==> src/hdl/lps_pkg.sv <==
// Shared types and constants for the LED pattern sequencer.
package lps_pkg;

  localparam int unsigned LED_W    = 10;
  localparam int unsigned RIGHT_W  = 14;
  localparam int unsigned HOLD_W   = 16;
  localparam int unsigned BTN_W    = 4;
  localparam int unsigned CFG_IDX_W = 3;

  // Mode codes
  localparam logic [BTN_W-1:0] MODE_CYLON   = 4'd2;
  localparam logic [BTN_W-1:0] MODE_COUNTER = 4'd4;
  localparam logic [BTN_W-1:0] MODE_SHUFFLE = 4'd8;

  // Register indexes
  localparam logic [CFG_IDX_W-1:0] REG_CYLON_HOLD        = 3'd0;
  localparam logic [CFG_IDX_W-1:0] REG_COUNTER_HOLD      = 3'd1;
  localparam logic [CFG_IDX_W-1:0] REG_SHUFFLE_HOLD      = 3'd2;
  localparam logic [CFG_IDX_W-1:0] REG_SHUFFLE_FAST_HOLD = 3'd3;
  localparam logic [CFG_IDX_W-1:0] REG_OFF_HOLD          = 3'd4;

  // Register reset values
  localparam logic [HOLD_W-1:0] CYLON_HOLD_RST        = 16'd75;
  localparam logic [HOLD_W-1:0] COUNTER_HOLD_RST      = 16'd15;
  localparam logic [HOLD_W-1:0] SHUFFLE_HOLD_RST      = 16'd100;
  localparam logic [HOLD_W-1:0] SHUFFLE_FAST_HOLD_RST = 16'd50;
  localparam logic [HOLD_W-1:0] OFF_HOLD_RST          = 16'd200;

  // Pattern constants
  localparam logic [LED_W-1:0]   CYLON_START  = 10'h003;
  localparam logic [LED_W-1:0]   CYLON_TOP    = 10'h300;
  localparam logic [LED_W-1:0]   COUNT_WRAP   = 10'h3FF;
  localparam logic [RIGHT_W-1:0] RIGHT_LIMIT  = 14'h015;
  localparam logic [LED_W-1:0]   LEFT_LIMIT   = 10'h2A0;
  localparam logic [LED_W-1:0]   FAST_FRAME   = 10'h0FC;

  typedef struct packed {
    logic [HOLD_W-1:0] cylon_hold;
    logic [HOLD_W-1:0] counter_hold;
    logic [HOLD_W-1:0] shuffle_hold;
    logic [HOLD_W-1:0] shuffle_fast_hold;
    logic [HOLD_W-1:0] off_hold;
  } hold_cfg_t;

  typedef struct packed {
    logic [BTN_W-1:0]   mode;
    logic               restart;
    logic               phase;
    logic [LED_W-1:0]   led_value;
    logic [LED_W-1:0]   left_bits;
    logic [RIGHT_W-1:0] right_bits;
  } seq_state_t;

  localparam seq_state_t SEQ_STATE_RST = '{
    mode:       '0,
    restart:    1'b1,
    phase:      1'b1,
    led_value:  '0,
    left_bits:  '0,
    right_bits: '0
  };

endpackage

==> src/hdl/lps_cfg_regs.sv <==
// Hold-time configuration registers of the LED pattern sequencer.
module lps_cfg_regs (
  input  logic                           clk,
  input  logic                           rst_n,
  input  logic                           wr_en,
  input  logic [lps_pkg::CFG_IDX_W-1:0]  wr_index,
  input  logic [lps_pkg::HOLD_W-1:0]     wr_data,
  output lps_pkg::hold_cfg_t             cfg
);

  lps_pkg::hold_cfg_t cfg_r;
  lps_pkg::hold_cfg_t cfg_nxt;

  always_comb begin
    cfg_nxt = cfg_r;
    if (wr_en) begin
      case (wr_index)
        lps_pkg::REG_CYLON_HOLD:        cfg_nxt.cylon_hold        = wr_data;
        lps_pkg::REG_COUNTER_HOLD:      cfg_nxt.counter_hold      = wr_data;
        lps_pkg::REG_SHUFFLE_HOLD:      cfg_nxt.shuffle_hold      = wr_data;
        lps_pkg::REG_SHUFFLE_FAST_HOLD: cfg_nxt.shuffle_fast_hold = wr_data;
        lps_pkg::REG_OFF_HOLD:          cfg_nxt.off_hold          = wr_data;
        default:                        cfg_nxt = cfg_r;
      endcase
    end
  end

  always_ff @(posedge clk) begin
    if (!rst_n) begin
      cfg_r.cylon_hold        <= lps_pkg::CYLON_HOLD_RST;
      cfg_r.counter_hold      <= lps_pkg::COUNTER_HOLD_RST;
      cfg_r.shuffle_hold      <= lps_pkg::SHUFFLE_HOLD_RST;
      cfg_r.shuffle_fast_hold <= lps_pkg::SHUFFLE_FAST_HOLD_RST;
      cfg_r.off_hold          <= lps_pkg::OFF_HOLD_RST;
    end else begin
      cfg_r <= cfg_nxt;
    end
  end

  assign cfg = cfg_r;

endmodule

==> src/hdl/lps_step.sv <==
// Combinational pattern step: next sequencer state, LED bits and hold time.
module lps_step (
  input  logic [lps_pkg::BTN_W-1:0]  buttons,
  input  lps_pkg::seq_state_t        cur,
  input  lps_pkg::hold_cfg_t         cfg,
  output lps_pkg::seq_state_t        nxt,
  output logic [lps_pkg::LED_W-1:0]  leds,
  output logic [lps_pkg::HOLD_W-1:0] hold_ticks
);

  logic                         press;
  logic [lps_pkg::BTN_W-1:0]    mode_sel;
  logic                         restart_sel;
  logic [lps_pkg::LED_W-1:0]    lv;
  logic [lps_pkg::LED_W-1:0]    lv_step;
  logic                         ph;
  logic [lps_pkg::LED_W-1:0]    lb;
  logic [lps_pkg::RIGHT_W-1:0]  rb;
  logic [lps_pkg::LED_W-1:0]    lb_n;
  logic [lps_pkg::RIGHT_W-1:0]  rb_n;
  logic [lps_pkg::LED_W-1:0]    merged;

  always_comb begin
    press       = (buttons != '0) && ((buttons & cur.mode) == '0);
    mode_sel    = press ? buttons : cur.mode;
    restart_sel = press | cur.restart;

    nxt         = cur;
    nxt.mode    = mode_sel;
    nxt.restart = restart_sel;
    leds        = '0;
    hold_ticks  = cfg.off_hold;
    lv          = '0;
    lv_step     = '0;
    ph          = cur.phase;
    lb          = cur.left_bits;
    rb          = cur.right_bits;
    lb_n        = '0;
    rb_n        = '0;
    merged      = '0;

    case (mode_sel)
      lps_pkg::MODE_CYLON: begin
        lv          = restart_sel ? lps_pkg::CYLON_START : cur.led_value;
        ph          = restart_sel ? 1'b1 : cur.phase;
        nxt.restart = 1'b0;
        leds        = lv;
        if (ph) begin
          lv_step   = {lv[lps_pkg::LED_W-2:0], 1'b0};
          nxt.phase = (lv_step != lps_pkg::CYLON_TOP);
        end else begin
          lv_step   = {1'b0, lv[lps_pkg::LED_W-1:1]};
          nxt.phase = (lv_step == lps_pkg::CYLON_START);
        end
        nxt.led_value = lv_step;
        hold_ticks    = cfg.cylon_hold;
      end
      lps_pkg::MODE_COUNTER: begin
        lv            = restart_sel ? '0 : cur.led_value;
        nxt.restart   = 1'b0;
        leds          = lv;
        lv_step       = lv + lps_pkg::LED_W'(1);
        nxt.led_value = (lv_step == lps_pkg::COUNT_WRAP) ? '0 : lv_step;
        hold_ticks    = cfg.counter_hold;
      end
      lps_pkg::MODE_SHUFFLE: begin
        if (restart_sel) begin
          ph = 1'b1;
          lb = '0;
          rb = '0;
        end
        nxt.restart = 1'b0;
        nxt.phase   = ph;
        if ((rb < lps_pkg::RIGHT_LIMIT) && (lb < lps_pkg::LEFT_LIMIT)) begin
          // build inward from both ends with alternating bits
          rb_n       = {rb[lps_pkg::RIGHT_W-2:0], ph};
          lb_n       = {ph, lb[lps_pkg::LED_W-1:1]};
          nxt.phase  = ~ph;
          hold_ticks = cfg.shuffle_hold;
        end else if (lb > lps_pkg::LED_W'(1)) begin
          rb_n       = {rb[lps_pkg::RIGHT_W-2:0], 1'b0};
          lb_n       = {1'b0, lb[lps_pkg::LED_W-1:1]};
          hold_ticks = ((rb_n | lps_pkg::RIGHT_W'(lb_n)) == lps_pkg::RIGHT_W'(lps_pkg::FAST_FRAME))
                       ? cfg.shuffle_fast_hold : cfg.shuffle_hold;
        end else begin
          // pattern done: keep both parts and restart on the next step
          rb_n        = rb;
          lb_n        = lb;
          nxt.restart = 1'b1;
          hold_ticks  = cfg.shuffle_fast_hold;
        end
        merged         = lb_n | rb_n[lps_pkg::LED_W-1:0];
        nxt.left_bits  = lb_n;
        nxt.right_bits = rb_n;
        nxt.led_value  = merged;
        leds           = merged;
      end
      default: begin
        nxt.led_value = '0;
        leds          = '0;
        hold_ticks    = cfg.off_hold;
      end
    endcase
  end

endmodule

==> src/hdl/led_pattern_sequencer.sv <==
// Top level of the LED pattern sequencer: input register, step logic, result register.
//
// Each input transfer is one pattern step carrying a 4-bit button code (0 = no press);
// each step yields exactly one result transfer with ten LED bits and a hold time in ticks.
// A press sharing no bit with the current mode becomes the new mode and restarts the
// pattern: mode 2 is a bouncing two-LED cylon, mode 4 a ten-bit up counter, mode 8 a
// shuffle, and any other code shows all LEDs off. Throughput is one step per clock: the
// step logic sits between a one-entry input register and the result register, and both
// advance together whenever the result register is empty or being taken. A result shows
// on out_valid once its step has moved from the input register into the result register,
// which waits while an earlier result is still not taken. The five hold registers are
// written through the cfg_ channel (index 0..4, other indexes dropped) and must only be
// changed while no step is in flight; cfg_ready is always high.
module led_pattern_sequencer (
  input  logic                           clk,
  input  logic                           rst_n,
  // step input
  input  logic                           in_valid,
  output logic                           in_ready,
  input  logic [lps_pkg::BTN_W-1:0]      in_buttons,
  // step result
  output logic                           out_valid,
  input  logic                           out_ready,
  output logic [lps_pkg::LED_W-1:0]      out_leds,
  output logic [lps_pkg::HOLD_W-1:0]     out_hold_ticks,
  // configuration writes
  input  logic                           cfg_valid,
  output logic                           cfg_ready,
  input  logic [lps_pkg::CFG_IDX_W-1:0]  cfg_index,
  input  logic [lps_pkg::HOLD_W-1:0]     cfg_data
);

  lps_pkg::hold_cfg_t            cfg;
  lps_pkg::seq_state_t           state_r;
  lps_pkg::seq_state_t           state_nxt;

  logic                          in_vld_r;
  logic [lps_pkg::BTN_W-1:0]     in_btn_r;
  logic                          out_vld_r;
  logic [lps_pkg::LED_W-1:0]     leds_r;
  logic [lps_pkg::HOLD_W-1:0]    hold_r;
  logic [lps_pkg::LED_W-1:0]     leds_nxt;
  logic [lps_pkg::HOLD_W-1:0]    hold_nxt;
  logic                          advance;

  assign cfg_ready = 1'b1;

  lps_cfg_regs u_cfg (
    .clk      (clk),
    .rst_n    (rst_n),
    .wr_en    (cfg_valid & cfg_ready),
    .wr_index (cfg_index),
    .wr_data  (cfg_data),
    .cfg      (cfg)
  );

  // Advance the held step into the result register when there is room for it.
  assign advance  = in_vld_r & (~out_vld_r | out_ready);
  // Take a new step when the input register is empty or emptying this cycle.
  assign in_ready = ~in_vld_r | advance;

  lps_step u_step (
    .buttons    (in_btn_r),
    .cur        (state_r),
    .cfg        (cfg),
    .nxt        (state_nxt),
    .leds       (leds_nxt),
    .hold_ticks (hold_nxt)
  );

  // Input register: hold the button code until its step is worked.
  always_ff @(posedge clk) begin
    if (!rst_n) begin
      in_vld_r <= 1'b0;
    end else if (in_ready) begin
      in_vld_r <= in_valid;
    end
  end

  always_ff @(posedge clk) begin
    if (in_valid && in_ready) begin
      in_btn_r <= in_buttons;
    end
  end

  // Sequencer state moves on exactly once per worked step.
  always_ff @(posedge clk) begin
    if (!rst_n) begin
      state_r <= lps_pkg::SEQ_STATE_RST;
    end else if (advance) begin
      state_r <= state_nxt;
    end
  end

  // Result register: drop valid once taken, reload on every advance.
  always_ff @(posedge clk) begin
    if (!rst_n) begin
      out_vld_r <= 1'b0;
    end else if (advance) begin
      out_vld_r <= 1'b1;
    end else if (out_ready) begin
      out_vld_r <= 1'b0;
    end
  end

  always_ff @(posedge clk) begin
    if (advance) begin
      leds_r <= leds_nxt;
      hold_r <= hold_nxt;
    end
  end

  assign out_valid      = out_vld_r;
  assign out_leds       = leds_r;
  assign out_hold_ticks = hold_r;

endmodule

==> config.mk <==
export PLATFORM = sky130hd
export DESIGN_NAME = led_pattern_sequencer
export DESIGN_NICKNAME = d
export VERILOG_FILES = /design/src/hdl/lps_pkg.sv /design/src/hdl/lps_cfg_regs.sv /design/src/hdl/lps_step.sv /design/src/hdl/led_pattern_sequencer.sv
export SDC_FILE = /design/constraint.sdc
export NUM_CORES = 1
export LEC_CHECK = 0
export CAP_MARGIN = 0
export CORE_ASPECT_RATIO = 1.75
export CORE_MARGIN = 10
export CORE_UTILIZATION = 50
export CTS_BUF_LIST = sky130_fd_sc_hd__clkbuf_4 sky130_fd_sc_hd__clkbuf_8
export CTS_CLUSTER_SIZE = 20
export DETAILED_ROUTE_END_ITERATION = 10
export DONT_BUFFER_PORTS = 1
export PLACE_DENSITY = 0.72
export REMOVE_ABC_BUFFERS = 1
export SKIP_CTS_REPAIR_TIMING = 1
export SYNTH_ARGS = -nofsm -noshare
export SYNTH_HDL_FRONTEND = slang
export SYNTH_SLANG_ARGS = --single-unit
==> constraint.sdc <==
create_clock -name clk -period 7.1 [get_ports clk]
set_input_delay 0.355 -clock clk [delete_from_list [all_inputs] [get_ports clk]]
set_output_delay 0.355 -clock clk [all_outputs]
set_load 0.01 [all_outputs]
== Word level (Yosys, flattened, before mapping) ==
Cells that the tools add are included.

* Flip-flop bits (word level): 152
* Input bits: 28
* Output and inout port bits: 29

* Add/sub/neg operators: 1
* $lt $le $gt $ge: 3
* Eq/ne operators: 11
* Mux-type cells: 31
* Bitwise operators: 10
* Reduce and logical (&&, ||, !) cells: 16

{| class="wikitable"
|+ Operators with widths
! cell !! count
|-
| $mux 10 || 9
|-
| $mux 14 || 5
|-
| $pmux 10 s3 || 2
|-
| $mux 16 || 3
|-
| $pmux 16 s3 || 1
|-
| $eq 14x8->1 const B || 1
|-
| $lt 14x5->1 const B || 1
|-
| $or 14x9->14 || 1
|-
| $reduce_and 2->1 || 7
|-
| $add 10x1->10 const B || 1
|-
| $eq 10x10->1 const B || 1
|-
| $gt 10x1->1 const B || 1
|-
| $lt 10x10->1 const B || 1
|-
| $or 10x10->10 || 1
|-
| $eq 9x2->1 const B || 1
|-
| $ne 9x9->1 const B || 1
|-
| $mux 1 || 8
|-
| $eq 3x2->1 const B || 2
|-
| $and 4x4->4 || 1
|-
| $eq 4x2->1 const B || 1
|-
| $eq 4x3->1 const B || 1
|-
| $eq 4x4->1 const B || 1
|-
| $logic_not 4->1 || 1
|-
| $mux 4 || 1
|-
| 11 further kinds || 19
|}

== Longest topological paths before layout ==
* Depth after elaboration: 12
* Depth in mapped cells: 13
* Mapped depth without buffers: 11

== Modules after synthesis ==
From an unflattened synthesis, not the netlist that was laid out.

* Cell total of the unflattened synthesis: 835
* Area total of the unflattened synthesis: 7811.2 um^2

{| class="wikitable"
|+ Modules (own cells, without submodules)
! module !! instances !! cells an instance !! area an instance (um^2) !! sequential area each (um^2)
|-
| lps_cfg_regs || 1 || 292 || 3045.4 || 1601.5
|-
| led_pattern_sequencer || 1 || 216 || 2598.7 || 1741.7
|-
| lps_step || 1 || 327 || 2167.1 || 0.0
|}

== Least setup slack after synthesis ==
OpenSTA, ideal clock, no wires.

* Kind: register to register
* Start: register in_btn_r[2] in the netlist's numbering
* End: register state_r[26] in the netlist's numbering
* Setup time: 132 ps
* Arrival time: 3470 ps
* Setup slack: 3498 ps
* Stages on the path, launching flop included: 14
* Clock period less this slack: 3602 ps
* Cell sequence: edfxtp_1 > or4_4 > a31oi_4 > buf_2 > buf_1 > and2_1 > ha_1 > clkbuf_1 > nand4_1 > xor2_1 > a2111oi_4 > a31oi_2 > a221oi_2 > o21ai_1

* Longest elaborated chain between the ends: 12
* Elaborated cells between the ends (all ways): 32

{| class="wikitable"
|+ RTL lines
! what !! RTL line !! RTL
|-
| from (decl) || led_pattern_sequencer.sv:38 || <nowiki>logic [lps_pkg::BTN_W-1:0] in_btn_r;</nowiki>
|-
| from (signal assigned) || led_pattern_sequencer.sv:82 || <nowiki>in_btn_r <= in_buttons;</nowiki>
|-
| $and 4x4->4 || lps_step.sv:24 || <nowiki>press = (buttons != '0) && ((buttons & cur.mode) == '0);</nowiki>
|-
| $logic_not 4->1 || lps_step.sv:24 ||
|-
| $logic_and 1x1->1 || lps_step.sv:24 ||
|-
| $or 1x1->1 || lps_step.sv:26 || <nowiki>restart_sel = press | cur.restart;</nowiki>
|-
| $mux 14 or $mux 10 (tied branches) || lps_step.sv:67 || <nowiki>if (restart_sel) begin</nowiki>
|-
| $mux 14 or $mux 10 (tied branches) || lps_step.sv:42 || <nowiki>case (mode_sel)</nowiki>
|-
| $lt 14x5->1, or another cell as far along || lps_step.sv:74 || <nowiki>if ((rb < lps_pkg::RIGHT_LIMIT) && (lb < lps_pkg::LEFT_LIMIT)) begin</nowiki>
|-
| $logic_and 1x1->1, or another cell as far along || lps_step.sv:74 ||
|-
| $mux 10 or $mux 14 (tied branches) || lps_step.sv:74 ||
|-
| $mux 10 or $mux 14 (tied branches) || lps_step.sv:42 ||
|-
| $or 10x10->10 || lps_step.sv:92 || <nowiki>merged = lb_n | rb_n[lps_pkg::LED_W-1:0];</nowiki>
|-
| $pmux 10 s3 (*) || lps_step.sv:42 ||
|-
| to (signal assigned) || led_pattern_sequencer.sv:89 || <nowiki>state_r <= lps_pkg::SEQ_STATE_RST;</nowiki>
|-
| to (signal assigned) || led_pattern_sequencer.sv:91 || <nowiki>state_r <= state_nxt;</nowiki>
|-
| to (decl) || led_pattern_sequencer.sv:34 || <nowiki>lps_pkg::seq_state_t state_r;</nowiki>
|}

Every way passes the cells marked *; elsewhere a longest branch is shown, timed or not. The select of a mux whose other input is x is not followed.
A chain may end at the register's enable or synchronous reset.

== Final worst setup path ==
Same ends and word-level chain as after synthesis.

==> metrics.cfg <==
[timing]
rsz0062_at_grt=no
setup_slack_ps=3320
max_freq_mhz=264
slew_headroom_pct=28.9
clock_skew_ps=21.3
tightest_slew_ps=1070
setup_violations=0
hold_viol=0
final.setup.tns_ps=0
period_minus_slack_ps=3780
post-route-period-util_pct=53.3
slew_viol_final=0

[finish]
drive_gt1_share_pct=8.16
syn_to_final_growth_pct=9.48
fillCellCount=1311
diodes=0
final_nets=875

[route]
vias=6267
wl_per_cell_um=19.3
initialDrtViolationCount=321
postRouteAntennaNets=0
wl_um=20000
firstDrtPassIters=5
viasPerCell=6.04
drc_errors=0

[floorplanning]
num_rows=58
core_area_um2=14300
pin_count=57
fp.dieH_um=179
start_util_pct=50.4
dieArea_um2=19800
die_width_um=111

[synthesis]
async_flop_share_pct=0
syn_area_um2=7210
synth_cell_type_count=80
synth_ff_type=dfxtp_1
synth_edf_count=30
synth_cells=862
ys_seq_area_share_pct=46.4
ys_top_cells_by_area=dfxtp_1 34%, edfxtp_1 12%, nand2_1 11%
yosysWarnings=0
synth_top_area_cell=dfxtp_1
yosysTopAreaCellShare_pct=33.9
ys_seq_elements=152
syn_avg_cell_area_um2=8.36

[placed_design]
place_hpwl_um=12900
gp_congestion=0.962
post-place-ws_ps=3380
io_buffers=0

[global_routing]
grt_usage_pct=19.3
grt_overflow=0
antenna_found_initial=0
grt_max_degree=97
grt_pass1_wl_um=31300
grt_pass1_vias=5833

[setup_path]
cp.required_ps=7430
worstPathArrival_ps=4120
crit_type=flip-flop to flip-flop
cp-end-kind=flip-flop
crit_fanout=43
crit_path_start_kind=flip-flop

[clocking]
root_buffer=clkbuf_8
numCtsBuffers=17
clkLatencyLatePin_ps=470
clk_pin_slew_ps=100
cts_buffer_depth=2
clock_sinks=152
h-tree-depth=4
cts_tree=yes

[power_and_ir_drop]
p_leak_nw=2.63
peakVddDrop_mv=0.168
p_per_area_nw_per_um2=227

[job]
maxCapViolations=0

[hold_path]
hold_path.class=primary input to flip-flop

[run_status]
status=completed

cell usage in the layout (no fill, tap or decap), types with 4 or more instances in the layout:
cell           Yosys  final
a21o_1             5      5
a21oi_1           92     92
a22o_1             4      4
a22oi_1           19     18
a31oi_1            7      7
a32oi_1            5      5
a41oi_1           16     16
and2_1             7      7
and3_1             8      8
buf_4              4      9
clkbuf_8           0     17
clkinv_8           0      5
dfxtp_1          122    122
dlygate4sd3_1      0     22
edfxtp_1          30     30
inv_1              7      7
inv_8              0      5
mux2_2             6      6
mux2i_1           10     10
nand2_1          218    218
nand3_1           61     61
nand3b_1          18     18
nor2_1            42     42
nor3_1             9      9
o211ai_1           4      4
o21ai_0           13     13
o21ai_1            8      8
Yosys cell counts, types with 6 or more instances:
cell and instances:
nor2_1 42, a41oi_1 16, a22oi_1 19, nand2_1 218, o21ai_0 13, edfxtp_1 30, mux2_2 6, buf_2 17
dfxtp_1 122, nor3_1 9, a31oi_1 7, mux2i_1 10, a21oi_1 92, and2_1 7, nand3b_1 18, and3_1 8
clkbuf_1 42, inv_1 7, o21ai_1 8, nand3_1 61
per-layer routing:
layer	wire length [um]	track usage, %	vias up
li1	-	-	3038
met1	7340	20.1	2970
met2	10800	36.0	219
met3	1340	5.29	40
met4	537	7.08	0
met5	0	0	-
through the flow:
stage / utilization, % / instances / instance area, um2 / hold WS [ps] / power [mW]
6_report: 55.2 / 1038 / 7890 / 13.5 / 1.79
5_1_grt: 55.2 / 1038 / 7890 / -0.407 / 1.86
4_1_cts: 53.7 / 1016 / 7670 / -55.2 / 1.79
3_5_place_dp: 50.6 / 984 / 7240 / 436 / 1.09
3_3_place_gp: 50.6 / 984 / 7240 / 432 / 1.09
2_1_floorplan: - / 795 / 6920 / 427 / 1.04
path summary, 6_finish.rpt:
path | startpoint | slack (ps) | endpoint | depth (start not counted)
max | in_btn_r[2] | 3320 | state_r[26] | 12
min | cfg_data[8] | 10 | u_cfg.cfg[72] | 2
max reg2reg | in_btn_r[2] | 3320 | state_r[26] | 12
min reg2reg | u_cfg.cfg[22] | 460 | u_cfg.cfg[22] | 2
worst max-delay path, cell delays in order (launching register included):
cell       delay (ps)
edfxtp_1          510
or4_4             600
a31oi_4           140
buf_4             390
nand2_1           190
inv_1              90
ha_1              380
nand4_1           160
xor2_1            220
a2111oi_4         390
a31oi_2           220
a221oi_2          280
o21ai_1            80
cell families (layout without fill, tap and decap cells):
group	count (synthesis)	in the layout	share of synthesized area, %
other	1	1	0.0520
XOR/XNOR	4	4	0.486
flip-flops	152	152	46.4
AO/OA/AOI/OAI	216	216	20.9
adder cells (fa/ha/maj)	2	2	0.347
multiplexers	16	16	2.33
buffers and inverters	76	72	4.46
AND/OR/NAND/NOR	395	395	25.0
flip-flops by register name, indices dropped and copies added, names as in the netlist:
register / count
in_btn_r: 4
in_vld_r: 1
out_hold_ticks: 16
out_leds: 10
out_valid: 1
state_r: 40
u_cfg.cfg: 80
power breakdown:
part	switching [mW]	internal [mW]
clock network	0.399	0.306
registers	0.0253	0.912
logic	0.0996	0.0504
total	0.524	1.27
area by class of cell:
| cell class | instances | area (um2) | area share [%] |
|---|---|---|---|
| clock inverter | 15 | 203 | 2.57 |
| sequential | 152 | 3340 | 42.4 |
| clock buffer | 17 | 234 | 2.96 |
| timing repair buffer | 31 | 288 | 3.65 |
| tap | 180 | 225 | 2.85 |
| multi-input combinational | 634 | 3570 | 45.2 |
| inverter | 9 | 33.8 | 0.428 |
Power figures use the tool's default switching activity.
